<file path="config.mk">
export PLATFORM = sky130hd
export DESIGN_NAME = entropy_pool_random_divider_flat
export DESIGN_NICKNAME = d
export VERILOG_FILES = /design/src/hw/rtl/eprd_pkg.sv /design/src/hw/rtl/eprd_req_if.sv /design/src/hw/rtl/eprd_rsp_if.sv /design/src/hw/rtl/eprd_ctrl.sv /design/src/hw/rtl/eprd_datapath.sv /design/src/hw/rtl/entropy_pool_random_divider.sv /design/src/flat_wrapper.sv
export SDC_FILE = /design/constraint.sdc
export NUM_CORES = 2
export LEC_CHECK = 0
export BUFFER_PORTS_ARGS = -buffer_cell sky130_fd_sc_hd__buf_2
export CAP_MARGIN = 20
export CORE_MARGIN = 8
export CORE_UTILIZATION = 60
export DETAILED_ROUTE_END_ITERATION = 7
export GPL_ROUTABILITY_DRIVEN = 0
export GPL_TIMING_DRIVEN = 0
export HOLD_SLACK_MARGIN = 0.06
export PLACE_DENSITY = 0.77
export SKIP_CTS_REPAIR_TIMING = 1
export SYNTH_ARGS = -nofsm -noshare
export SYNTH_HDL_FRONTEND = slang
export SYNTH_SLANG_ARGS = --single-unit
</file>
<file path="constraint.sdc">
create_clock -name clk_i -period 7.4 [get_ports clk_i]
set_input_delay 1.11 -clock clk_i [delete_from_list [all_inputs] [get_ports clk_i]]
set_output_delay 1.11 -clock clk_i [all_outputs]
set_load 0.005 [all_outputs]
</file>
<file path="src/hw/rtl/eprd_pkg.sv">
// Package for the entropy pool random divider: item kinds, hash constants,
// controller states and the command and status structs between the two halves.
// No dependencies.
`default_nettype none

package eprd_pkg;

  typedef enum logic [1:0] {
    KIND_MIX    = 2'd0,
    KIND_DRAW   = 2'd1,
    KIND_SCALE  = 2'd2,
    KIND_DIVIDE = 2'd3
  } kind_e;

  localparam logic [31:0] MIX_MULT    = 32'd251;
  localparam int unsigned MIX_SHIFT   = 7;
  localparam logic [31:0] DRAW_BIAS   = 32'hDEADBEEF;
  localparam logic [31:0] DRAW_MULT   = 32'd19;
  localparam logic [31:0] HASH_MULT0  = 32'd12345;
  localparam logic [31:0] HASH_MULT1  = 32'd54321;
  localparam int unsigned HASH_SHIFT0 = 11;
  localparam int unsigned HASH_SHIFT1 = 13;

  // Scaling keeps bits [46:16] of the 16 by 32 bit product.
  localparam int unsigned PROD_W      = 47;
  localparam int unsigned SCALE_SHIFT = 16;

  localparam int unsigned DIV_STEPS = 32;
  localparam int unsigned DIV_CNT_W = $clog2(DIV_STEPS);

  localparam logic [32:0] POS_MAX = 33'h0_7FFF_FFFF;

  typedef enum logic [9:0] {
    S_IDLE  = 10'b00_0000_0001,
    S_MIX0  = 10'b00_0000_0010,
    S_MIX1  = 10'b00_0000_0100,
    S_DRAW0 = 10'b00_0000_1000,
    S_DRAW1 = 10'b00_0001_0000,
    S_DRAW2 = 10'b00_0010_0000,
    S_DRAW3 = 10'b00_0100_0000,
    S_DIV   = 10'b00_1000_0000,
    S_SCALE = 10'b01_0000_0000,
    S_DONE  = 10'b10_0000_0000
  } state_e;

  typedef enum logic [3:0] {
    OP_NONE,
    OP_CAPTURE,
    OP_MIX_MUL,
    OP_MIX_WR,
    OP_DRAW_MUL0,
    OP_DRAW_MUL1,
    OP_DRAW_MUL2,
    OP_DRAW_WR,
    OP_DIV_STEP,
    OP_SCALE
  } dp_op_e;

  typedef struct packed {
    dp_op_e op;
    logic   out_load;
  } cmd_t;

  typedef struct packed {
    kind_e new_kind;
    logic  new_b_zero;
    kind_e kind;
    logic  div_last;
  } status_t;

endpackage

`default_nettype wire

</file>
<file path="src/hw/rtl/eprd_req_if.sv">
// Request channel of the entropy pool random divider: valid, ready and item fields.
// No dependencies.
`default_nettype none

interface eprd_req_if;
  logic               valid;
  logic               ready;
  logic        [1:0]  kind;
  logic signed [31:0] operand_a;
  logic signed [31:0] operand_b;

  modport source (output valid, kind, operand_a, operand_b, input ready);
  modport sink (input valid, kind, operand_a, operand_b, output ready);
endinterface

`default_nettype wire

</file>
<file path="src/hw/rtl/eprd_rsp_if.sv">
// Result channel of the entropy pool random divider: valid, ready and result fields.
// No dependencies.
`default_nettype none

interface eprd_rsp_if;
  logic               valid;
  logic               ready;
  logic        [31:0] random_word;
  logic signed [31:0] result_value;

  modport source (output valid, random_word, result_value, input ready);
  modport sink (input valid, random_word, result_value, output ready);
endinterface

`default_nettype wire

</file>
<file path="src/hw/rtl/eprd_ctrl.sv">
// Sequencer of the entropy pool random divider: one-hot state machine that issues
// datapath commands and owns both handshakes. Depends on eprd_pkg.
`default_nettype none

module eprd_ctrl (
  input  wire                   clk_i,
  input  wire                   rst_ni,
  input  wire                   req_valid_i,
  output logic                  req_ready_o,
  output logic                  rsp_valid_o,
  input  wire                   rsp_ready_i,
  input  wire eprd_pkg::status_t status_i,
  output eprd_pkg::cmd_t        cmd_o
);

  eprd_pkg::state_e state_q, state_d;
  logic             rsp_valid_q, rsp_valid_d;

  always_comb begin
    state_d         = state_q;
    cmd_o.op        = eprd_pkg::OP_NONE;
    cmd_o.out_load  = 1'b0;
    req_ready_o     = 1'b0;
    case (state_q)
      eprd_pkg::S_IDLE: begin
        req_ready_o = 1'b1;
        if (req_valid_i) begin
          cmd_o.op = eprd_pkg::OP_CAPTURE;
          case (status_i.new_kind)
            eprd_pkg::KIND_MIX:    state_d = eprd_pkg::S_MIX0;
            eprd_pkg::KIND_DRAW:   state_d = eprd_pkg::S_DRAW0;
            eprd_pkg::KIND_SCALE:  state_d = eprd_pkg::S_DRAW0;
            eprd_pkg::KIND_DIVIDE: begin
              state_d = status_i.new_b_zero ? eprd_pkg::S_DONE : eprd_pkg::S_DIV;
            end
            default:               state_d = eprd_pkg::S_IDLE;
          endcase
        end
      end
      eprd_pkg::S_MIX0: begin
        cmd_o.op = eprd_pkg::OP_MIX_MUL;
        state_d  = eprd_pkg::S_MIX1;
      end
      eprd_pkg::S_MIX1: begin
        cmd_o.op = eprd_pkg::OP_MIX_WR;
        state_d  = eprd_pkg::S_IDLE;
      end
      eprd_pkg::S_DRAW0: begin
        cmd_o.op = eprd_pkg::OP_DRAW_MUL0;
        state_d  = eprd_pkg::S_DRAW1;
      end
      eprd_pkg::S_DRAW1: begin
        cmd_o.op = eprd_pkg::OP_DRAW_MUL1;
        state_d  = eprd_pkg::S_DRAW2;
      end
      eprd_pkg::S_DRAW2: begin
        cmd_o.op = eprd_pkg::OP_DRAW_MUL2;
        state_d  = eprd_pkg::S_DRAW3;
      end
      eprd_pkg::S_DRAW3: begin
        cmd_o.op = eprd_pkg::OP_DRAW_WR;
        state_d  = (status_i.kind == eprd_pkg::KIND_DRAW) ? eprd_pkg::S_DONE
                                                          : eprd_pkg::S_SCALE;
      end
      eprd_pkg::S_DIV: begin
        cmd_o.op = eprd_pkg::OP_DIV_STEP;
        if (status_i.div_last) begin
          state_d = eprd_pkg::S_DRAW0;
        end
      end
      eprd_pkg::S_SCALE: begin
        cmd_o.op = eprd_pkg::OP_SCALE;
        state_d  = eprd_pkg::S_DONE;
      end
      eprd_pkg::S_DONE: begin
        // Wait here until the output register is free or being emptied.
        if (!rsp_valid_q || rsp_ready_i) begin
          cmd_o.out_load = 1'b1;
          state_d        = eprd_pkg::S_IDLE;
        end
      end
      default: state_d = eprd_pkg::S_IDLE;
    endcase
  end

  always_comb begin
    rsp_valid_d = rsp_valid_q;
    if (cmd_o.out_load) begin
      rsp_valid_d = 1'b1;
    end else if (rsp_ready_i) begin
      rsp_valid_d = 1'b0;
    end
  end

  always_ff @(posedge clk_i or negedge rst_ni) begin
    if (!rst_ni) begin
      state_q     <= eprd_pkg::S_IDLE;
      rsp_valid_q <= 1'b0;
    end else begin
      state_q     <= state_d;
      rsp_valid_q <= rsp_valid_d;
    end
  end

  assign rsp_valid_o = rsp_valid_q;

endmodule

`default_nettype wire

</file>
<file path="src/hw/rtl/eprd_datapath.sv">
// Datapath of the entropy pool random divider: pool memory with valid bits,
// hash multipliers, restoring divider, scaler and output register. Depends on eprd_pkg.
`default_nettype none

module eprd_datapath #(
  parameter int unsigned POOL_DEPTH = 16
) (
  input  wire                      clk_i,
  input  wire                      rst_ni,
  input  wire         [1:0]        req_kind_i,
  input  wire  signed [31:0]       req_operand_a_i,
  input  wire  signed [31:0]       req_operand_b_i,
  input  wire eprd_pkg::cmd_t      cmd_i,
  output eprd_pkg::status_t        status_o,
  output logic        [31:0]       rsp_random_word_o,
  output logic signed [31:0]       rsp_result_value_o
);

  localparam int unsigned PTR_W = (POOL_DEPTH > 1) ? $clog2(POOL_DEPTH) : 1;
  localparam logic [PTR_W-1:0] PTR_LAST = PTR_W'(POOL_DEPTH - 1);

  logic [31:0]            mem_q [POOL_DEPTH];
  logic [POOL_DEPTH-1:0]  valid_q;
  logic [31:0]            rd_q;
  logic [PTR_W-1:0]       ptr_q;
  logic [PTR_W-1:0]       ptr_nxt;

  eprd_pkg::kind_e        kind_q;
  logic [31:0]            a_q;
  logic                   b_zero_q;
  logic                   neg_q;
  logic                   bneg_q;
  logic [31:0]            mb_q;
  logic [31:0]            t_q;
  logic [31:0]            word_q;
  logic [eprd_pkg::PROD_W-1:0] prod_q;
  logic [31:0]            rem_q;
  logic [31:0]            quo_q;
  logic [eprd_pkg::DIV_CNT_W-1:0] cnt_q;
  logic [31:0]            rsp_word_q;
  logic [31:0]            rsp_value_q;

  logic [31:0]            a_u, b_u, ma, mb;
  logic                   rd_en, wr_en, ptr_adv;
  logic [PTR_W-1:0]       rd_addr;
  logic [31:0]            wr_data;
  logic [31:0]            hx0, hx1, mix_x;
  logic [32:0]            shifted;
  logic                   fits;
  logic [47:0]            prod_full;
  logic [31:0]            s_ext, scaled;
  logic                   inc;
  logic [32:0]            q_inc;
  logic [31:0]            q_sat, quot, value;

  assign a_u = req_operand_a_i;
  assign b_u = req_operand_b_i;
  assign ma  = a_u[31] ? (~a_u + 32'd1) : a_u;
  assign mb  = b_u[31] ? (~b_u + 32'd1) : b_u;

  assign ptr_nxt = (ptr_q == PTR_LAST) ? '0 : ptr_q + PTR_W'(1);
  assign ptr_adv = (cmd_i.op == eprd_pkg::OP_MIX_MUL) || (cmd_i.op == eprd_pkg::OP_DRAW_MUL0);
  assign rd_en   = (cmd_i.op == eprd_pkg::OP_CAPTURE) || ptr_adv;
  assign rd_addr = (cmd_i.op == eprd_pkg::OP_CAPTURE) ? ptr_q : ptr_nxt;
  assign wr_en   = (cmd_i.op == eprd_pkg::OP_MIX_WR) || (cmd_i.op == eprd_pkg::OP_DRAW_WR);

  assign mix_x   = t_q ^ (t_q >> eprd_pkg::MIX_SHIFT);
  assign wr_data = (cmd_i.op == eprd_pkg::OP_MIX_WR) ? (rd_q + mix_x) : (rd_q ^ t_q);
  assign hx0     = t_q ^ (t_q >> eprd_pkg::HASH_SHIFT0);
  assign hx1     = t_q ^ (t_q >> eprd_pkg::HASH_SHIFT1);

  // One restoring division step per cycle, quotient bits shift in from the right.
  assign shifted = {rem_q, quo_q[31]};
  assign fits    = shifted >= {1'b0, mb_q};

  assign prod_full = {32'd0, word_q[15:0]} * {16'd0, mb_q};

  // Pool storage; entries never written read as zero through their valid bits.
  always_ff @(posedge clk_i) begin
    if (wr_en) begin
      mem_q[ptr_q] <= wr_data;
    end
    if (rd_en) begin
      rd_q <= valid_q[rd_addr] ? mem_q[rd_addr] : 32'd0;
    end
  end

  always_ff @(posedge clk_i or negedge rst_ni) begin
    if (!rst_ni) begin
      valid_q <= '0;
      ptr_q   <= '0;
    end else begin
      if (wr_en) begin
        valid_q[ptr_q] <= 1'b1;
      end
      if (ptr_adv) begin
        ptr_q <= ptr_nxt;
      end
    end
  end

  always_ff @(posedge clk_i) begin
    case (cmd_i.op)
      eprd_pkg::OP_CAPTURE: begin
        kind_q   <= eprd_pkg::kind_e'(req_kind_i);
        a_q      <= a_u;
        b_zero_q <= (b_u == 32'd0);
        neg_q    <= a_u[31] ^ b_u[31];
        bneg_q   <= b_u[31];
        mb_q     <= mb;
        word_q   <= 32'd0;
        rem_q    <= 32'd0;
        quo_q    <= ma;
        cnt_q    <= '0;
      end
      eprd_pkg::OP_MIX_MUL:   t_q <= a_q + rd_q * eprd_pkg::MIX_MULT;
      eprd_pkg::OP_DRAW_MUL0: t_q <= eprd_pkg::DRAW_BIAS + rd_q * eprd_pkg::DRAW_MULT;
      eprd_pkg::OP_DRAW_MUL1: t_q <= hx0 * eprd_pkg::HASH_MULT0;
      eprd_pkg::OP_DRAW_MUL2: t_q <= hx1 * eprd_pkg::HASH_MULT1;
      eprd_pkg::OP_DRAW_WR:   word_q <= t_q;
      eprd_pkg::OP_DIV_STEP: begin
        rem_q <= fits ? 32'(shifted - {1'b0, mb_q}) : shifted[31:0];
        quo_q <= {quo_q[30:0], fits};
        cnt_q <= cnt_q + eprd_pkg::DIV_CNT_W'(1);
      end
      eprd_pkg::OP_SCALE:     prod_q <= prod_full[eprd_pkg::PROD_W-1:0];
      default: ;
    endcase
  end

  always_comb begin
    s_ext  = {1'b0, prod_q[eprd_pkg::PROD_W-1:eprd_pkg::SCALE_SHIFT]};
    scaled = bneg_q ? (~s_ext + 32'd1) : s_ext;
    inc    = s_ext < rem_q;
    q_inc  = {1'b0, quo_q} + {32'd0, inc};
    q_sat  = (!neg_q && (q_inc > eprd_pkg::POS_MAX)) ? eprd_pkg::POS_MAX[31:0] : q_inc[31:0];
    quot   = neg_q ? (~q_sat + 32'd1) : q_sat;
    case (kind_q)
      eprd_pkg::KIND_DRAW:   value = word_q;
      eprd_pkg::KIND_SCALE:  value = scaled;
      eprd_pkg::KIND_DIVIDE: value = b_zero_q ? a_q : quot;
      default:               value = word_q;
    endcase
  end

  always_ff @(posedge clk_i) begin
    if (cmd_i.out_load) begin
      rsp_word_q  <= word_q;
      rsp_value_q <= value;
    end
  end

  assign status_o.new_kind   = eprd_pkg::kind_e'(req_kind_i);
  assign status_o.new_b_zero = (b_u == 32'd0);
  assign status_o.kind       = kind_q;
  assign status_o.div_last   = (cnt_q == eprd_pkg::DIV_CNT_W'(eprd_pkg::DIV_STEPS - 1));

  assign rsp_random_word_o  = rsp_word_q;
  assign rsp_result_value_o = rsp_value_q;

endmodule

`default_nettype wire

</file>
<file path="src/hw/rtl/entropy_pool_random_divider.sv">
// Top level of the entropy pool random divider: controller plus datapath.
// Depends on eprd_pkg, eprd_req_if, eprd_rsp_if, eprd_ctrl and eprd_datapath.
//
//   channel  direction  fields                              transaction when
//   req_i    in         kind, operand_a, operand_b          valid && ready
//   rsp_o    out        random_word, result_value           valid && ready
//
// From accept to result: draw runs the draw states, scaled adds the scale state, divide
// by zero goes straight to done, and divide runs the one-bit-per-cycle divider, then draw
// and scale. Ready returns in the cycle after the result is loaded; a mix gives no result.
// One item is in work at a time; ready is high only while the sequencer idles.
// A finished result sits in the output register; the next item is taken meanwhile,
// and stalls in its last state while that register stays full.
// Reset clears the pool at once through per-entry valid bits and the pointer to zero.
`default_nettype none

module entropy_pool_random_divider #(
  parameter int unsigned POOL_DEPTH = 16
) (
  input  wire          clk_i,
  input  wire          rst_ni,
  eprd_req_if.sink     req_i,
  eprd_rsp_if.source   rsp_o
);

  eprd_pkg::cmd_t    cmd;
  eprd_pkg::status_t status;
  logic              req_ready;
  logic              rsp_valid;

  eprd_ctrl u_ctrl (
    .clk_i       (clk_i),
    .rst_ni      (rst_ni),
    .req_valid_i (req_i.valid),
    .req_ready_o (req_ready),
    .rsp_valid_o (rsp_valid),
    .rsp_ready_i (rsp_o.ready),
    .status_i    (status),
    .cmd_o       (cmd)
  );

  eprd_datapath #(
    .POOL_DEPTH (POOL_DEPTH)
  ) u_datapath (
    .clk_i              (clk_i),
    .rst_ni             (rst_ni),
    .req_kind_i         (req_i.kind),
    .req_operand_a_i    (req_i.operand_a),
    .req_operand_b_i    (req_i.operand_b),
    .cmd_i              (cmd),
    .status_o           (status),
    .rsp_random_word_o  (rsp_o.random_word),
    .rsp_result_value_o (rsp_o.result_value)
  );

  assign req_i.ready = req_ready;
  assign rsp_o.valid = rsp_valid;

  // A result may only be loaded when the output register is free or draining.
  a_load_free: assert property (@(posedge clk_i) disable iff (!rst_ni)
    cmd.out_load |-> (!rsp_o.valid || rsp_o.ready))
    else $error("result loaded over an unread result");

  a_ready_no_load: assert property (@(posedge clk_i) disable iff (!rst_ni)
    req_i.ready |-> !cmd.out_load)
    else $error("result load while accepting a new item");

  a_mix_follows: assert property (@(posedge clk_i) disable iff (!rst_ni)
    (req_i.valid && req_i.ready && (req_i.kind == eprd_pkg::KIND_MIX))
      |=> (cmd.op == eprd_pkg::OP_MIX_MUL))
    else $error("mix item did not start the mix sequence");

  a_div_to_draw: assert property (@(posedge clk_i) disable iff (!rst_ni)
    ((cmd.op == eprd_pkg::OP_DIV_STEP) && status.div_last)
      |=> (cmd.op == eprd_pkg::OP_DRAW_MUL0))
    else $error("division end did not start the draw");

endmodule

`default_nettype wire
</file>
<file path="src/flat_wrapper.sv">
// flat-port wrapper written by rule: the top's interface ports become plain ports
module entropy_pool_random_divider_flat 
#(
  parameter int unsigned POOL_DEPTH = 16
)
  (clk_i, rst_ni, req_i_valid, req_i_kind, req_i_operand_a, req_i_operand_b, req_i_ready, rsp_o_valid, rsp_o_random_word, rsp_o_result_value, rsp_o_ready);
  eprd_req_if req_i_i ();
  eprd_rsp_if rsp_o_i ();
  input  wire clk_i;
  input  wire rst_ni;
  input wire logic [$bits(req_i_i.valid)-1:0] req_i_valid;
  input wire logic [$bits(req_i_i.kind)-1:0] req_i_kind;
  input wire logic [$bits(req_i_i.operand_a)-1:0] req_i_operand_a;
  input wire logic [$bits(req_i_i.operand_b)-1:0] req_i_operand_b;
  output wire logic [$bits(req_i_i.ready)-1:0] req_i_ready;
  output wire logic [$bits(rsp_o_i.valid)-1:0] rsp_o_valid;
  output wire logic [$bits(rsp_o_i.random_word)-1:0] rsp_o_random_word;
  output wire logic [$bits(rsp_o_i.result_value)-1:0] rsp_o_result_value;
  input wire logic [$bits(rsp_o_i.ready)-1:0] rsp_o_ready;
  assign req_i_i.valid = req_i_valid;
  assign req_i_i.kind = req_i_kind;
  assign req_i_i.operand_a = req_i_operand_a;
  assign req_i_i.operand_b = req_i_operand_b;
  assign req_i_ready = req_i_i.ready;
  assign rsp_o_valid = rsp_o_i.valid;
  assign rsp_o_random_word = rsp_o_i.random_word;
  assign rsp_o_result_value = rsp_o_i.result_value;
  assign rsp_o_i.ready = rsp_o_ready;
  entropy_pool_random_divider #(.POOL_DEPTH(POOL_DEPTH)) u_core (.clk_i(clk_i), .rst_ni(rst_ni), .req_i(req_i_i), .rsp_o(rsp_o_i));
endmodule
</file>
==> metrics.txt <==
# TYPE chip_impl_metric gauge
chip_impl_info{name="result_of_the_run",value="complete, no violations"} 1
chip_impl_info{name="crit_type",value="reg -> reg"} 1
chip_impl_info{name="hold_path_class",value="in -> async"} 1
chip_impl_metric{name="post-route-cell-area",unit="sq um"} 83400
chip_impl_metric{name="yosysWarningCount",unit=""} 0
chip_impl_metric{name="ios",unit=""} 136
chip_impl_metric{name="crit_fanout",unit=""} 10
chip_impl_info{name="yosys_most_used_dff",value="edfxtp_1"} 1
chip_impl_metric{name="mappedNetlistNets",unit=""} 8273
chip_impl_metric{name="synth-seq-cells",unit=""} 872
chip_impl_info{name="worstPathCellList",value="clkbuf_1 -> buf_2 -> nand2_1 -> fa_1 -> inv_1 -> fa_1 -> inv_1 -> fa_1 -> fa_1 -> fa_1 -> inv_1 -> fa_1 -> ha_1 -> nand4_1 -> nor2_1 -> nand2_1 -> a31oi_2 -> o32ai_4 -> o21ai_1 -> a31oi_1 -> o21ai_0 -> o21ai_0 -> xnor2_1"} 1
chip_impl_metric{name="timing.slew.headroom",unit="%"} 25.4
chip_impl_metric{name="cts_buffers",unit=""} 93
chip_impl_metric{name="setup_viol_count_final",unit=""} 0
chip_impl_metric{name="syn_to_final_growth",unit="%"} 10.1
chip_impl_metric{name="combined_buffer_and_inverter_count_along_the_critical_path",unit=""} 5
chip_impl_info{name="setup_repair_after_global_routing_missed_its_margin",value="true"} 1
chip_impl_metric{name="final_layout_size_suffix_gt1_share",unit="%"} 10.3
chip_impl_info{name="yosysTopAreaCell",value="edfxtp_1"} 1
chip_impl_metric{name="route.detailed.drc",unit=""} 0
chip_impl_info{name="cp-end-kind",value="register"} 1
chip_impl_metric{name="synthDistinctLibCells",unit=""} 92
chip_impl_info{name="critical_path.startpoint_type",value="register"} 1
chip_impl_metric{name="cp_slowest_stage_delay",unit="ns"} 0.55
chip_impl_metric{name="core_region_area",unit="sq um"} 125000
chip_impl_metric{name="ctsLongestPathBuffers",unit=""} 3
chip_impl_info{name="ctsRootBufferMaster",value="clkbuf_16"} 1
chip_impl_metric{name="clkLatencyLatePin",unit="ns"} 0.79
chip_impl_metric{name="buffer_ports.inserted",unit=""} 135
chip_impl_info{name="synth_area_leaders",value="edfxtp_1 33%, fa_1 21%, ha_1 10%"} 1
chip_impl_metric{name="post_synth_instance_area",unit="sq um"} 75700
chip_impl_metric{name="synth_largest_type_area_fraction",unit="%"} 33.4
chip_impl_metric{name="worst-slew-pin-transition",unit="ns"} 1.12
chip_impl_metric{name="critical_path_arrival",unit="ns"} 7.82
chip_impl_metric{name="finalSetupTns",unit="ns"} 0
chip_impl_metric{name="placement_rows",unit=""} 130
chip_impl_metric{name="initial_standard_cell_utilization_of_the_core",unit="%"} 60.4
chip_impl_info{name="cpLargestDelayFamily",value="adder cells"} 1
chip_impl_metric{name="drt_pre_antenna_iters",unit=""} 8
chip_impl_metric{name="placedInstanceArea",unit="sq um"} 79300
chip_impl_info{name="tritoncts_clock_tree",value="built"} 1
chip_impl_metric{name="finalHoldViolations",unit=""} 0
chip_impl_metric{name="postSynth.asyncResetShare",unit="%"} 3.56
chip_impl_metric{name="largest_register_ff_count",unit=""} 512
chip_impl_metric{name="grt_antenna_before_repair",unit=""} 9
chip_impl_metric{name="tritoncts_num_sinks",unit=""} 872
chip_impl_metric{name="logic_depth_of_the_worst_setup_path_including_buffers",unit=""} 23
chip_impl_metric{name="synth_edf_count",unit=""} 841
chip_impl_metric{name="worst-r2r-setup-slack",unit="ns"} 0.05
chip_impl_metric{name="routed_via_count_divided_by_cell_count",unit=""} 6.31
chip_impl_metric{name="grt_util_all_layers",unit="%"} 33.9
chip_impl_metric{name="globalRoute.totalOverflow",unit=""} 0
chip_impl_info{name="cp-startpoint",value="u_core.u_datapath.mb_q[17]"} 1
chip_impl_metric{name="postRouteWirelength",unit="microns"} 233000
chip_impl_metric{name="die_area",unit="sq um"} 138000
chip_impl_metric{name="vias_in_the_first_global_route",unit=""} 57636
chip_impl_metric{name="avgRoutedWirePerCell",unit="microns"} 26.3
chip_impl_metric{name="antenna_violating_nets_post_route",unit=""} 0
chip_impl_metric{name="die_h",unit="microns"} 371
chip_impl_metric{name="clk_pin_slew_worst_paths",unit="ns"} 0.07
chip_impl_metric{name="finish.net_count",unit=""} 8619
chip_impl_info{name="path_common_cell",value="fa_1"} 1
chip_impl_metric{name="max_cap_check_violation_count",unit=""} 0
chip_impl_metric{name="drt_iter0_drc",unit=""} 6734
chip_impl_metric{name="clock_tree.htree_level_count",unit=""} 3
chip_impl_metric{name="placed_cells",unit=""} 8636
chip_impl_metric{name="final_period_minus_worst_setup_slack",unit="ns"} 7.35
chip_impl_info{name="cell_at_the_slowest_stage_of_the_critical_path",value="fa_1"} 1
chip_impl_metric{name="worst-endpoint-required",unit="ns"} 7.86
chip_impl_metric{name="syn-mean-instance-area",unit="sq um"} 11.1
chip_impl_metric{name="pre_cts_ws",unit="ns"} -1.12
chip_impl_metric{name="drv_slew",unit=""} 0
chip_impl_metric{name="layoutNonFillerInstCount",unit=""} 8870
chip_impl_metric{name="vias",unit=""} 55984
chip_impl_metric{name="synth_cells",unit=""} 6797
chip_impl_metric{name="global_route_wire_length_before_repair",unit="microns"} 348000
chip_impl_info{name="max_flop_register",value="u_core.u_datapath.mem_q"} 1
chip_impl_metric{name="finalCritPeriodShare",unit="%"} 99.4
chip_impl_info{name="rr_startpoint",value="u_core.u_datapath.mb_q[17]"} 1
chip_impl_metric{name="grt_max_degree",unit=""} 70
chip_impl_metric{name="dieWidth",unit="microns"} 371
chip_impl_metric{name="seq_area_frac_synth",unit="%"} 34.4
chip_impl_metric{name="reg2regPathDepth",unit=""} 23
chip_impl_metric{name="final.setup.worst_slack",unit="ns"} 0.0470
chip_impl_metric{name="achievable-frequency",unit="MHz"} 136
chip_impl_metric{name="post-dp-hpwl",unit="microns"} 180000
chip_impl_metric{name="worst_clock_skew",unit="ns"} 0.103
## worst paths after layout
check / to
setup / recovery: u_core.u_datapath.prod_q[37]
hold / removal: u_core.u_datapath.ptr_q[0]
setup reg to reg: u_core.u_datapath.prod_q[37]
hold reg to reg: u_core.u_datapath.valid_q[12]
max in group asynchronous: u_core.u_ctrl.state_q[9]
min in group clk_i: u_core.u_datapath.valid_q[12]
## stage by stage
step / hold WS [ns] / util [%]
2_1_floorplan: 0.421 / -
3_3_place_gp: 0.447 / 62.6
3_5_place_dp: 0.453 / 63.2
4_1_cts: 0.423 / 65.7
5_1_grt: 0.481 / 66.5
6_report: 0.460 / 66.5
## cell usage after synthesis (36+ instances only)
library cell  number
ha_1             610
mux4_2           132
o21ai_0          244
a21oi_1          212
nand2_1          791
nand4_1           38
and2_1           174
clkbuf_1         226
o31ai_1           41
edfxtp_1         841
and3_1            37
fa_1             796
nor3_1            45
o211ai_1          37
xor2_1           219
nor2_1           221
xnor2_1          221
a211oi_1          37
a21o_1            93
nand2b_1          36
inv_1           1096
nand3_1          103
## cells by family after synthesis
group	after synthesis	share of synthesized area [%]
buffers and inverters	1370	6.88
flip-flops	872	34.4
multiplexers	157	4.31
XOR/XNOR	440	5.09
adder cells (fa/ha/maj)	1406	31.1
AO/OA/AOI/OAI	950	8.30
AND/OR/NAND/NOR	1602	9.91
## worst reg2reg max path: cells and delay by family (launching register included)
family,cells,cell delay [ns]
flops,1,0.37
simple gates,4,0.77
buf+inv,5,1.01
compound gates,6,1.47
fa+ha+maj,7,3.36
xor+xnor,1,0.14
## cell usage in the layout (no fill, tap or decap), types with 18 or more instances in the layout
cell type	n
and3_1	37
or2_2	24
or3_1	22
o21bai_1	30
o21a_1	34
clkbuf_1	160
edfxtp_1	841
a21o_1	93
a31oi_1	24
inv_1	1095
mux4_2	132
o31ai_1	41
nor2_1	208
clkinv_1	18
o211a_1	34
clkbuf_16	93
buf_2	156
a211oi_1	36
o211ai_1	37
ha_1	610
and2_1	174
dfrtp_1	30
nand3_1	103
nand2_1	788
a21oi_1	209
fa_1	796
nand2b_1	35
o21ai_0	228
nor2b_1	29
buf_12	19
nor3_1	41
nand4_1	38
buf_4	114
xor2_1	211
buf_1	19
xnor2_1	221
clkbuf_2	35
## layer usage
layer | share of wire [%] | track usage [%] | vias to the layer above
met5 | 0.018 | 0 | -
li1 | - | - | 23630
met4 | 8.6 | 24.1 | 6
met2 | 46 | 53.4 | 3597
met1 | 34 | 40.5 | 27763
met3 | 11 | 8.81 | 988
## layout make-up
type / count / area, sq um
diodes: 4 / 10.0
plain buffers: 244 / 1080
clock buffers: 109 / 2410
clock inverters: 59 / 711
fillers: 9010 / 42000
inverters: 1099 / 4130
multi-input cells: 4555 / 44800
flip-flops and latches: 872 / 26000
well taps: 1650 / 2060
repair buffers: 278 / 2140
Power is left out: the tool's default activity adds up to more than one toggle a clock period on the data nets, which glitch-free logic cannot reach.
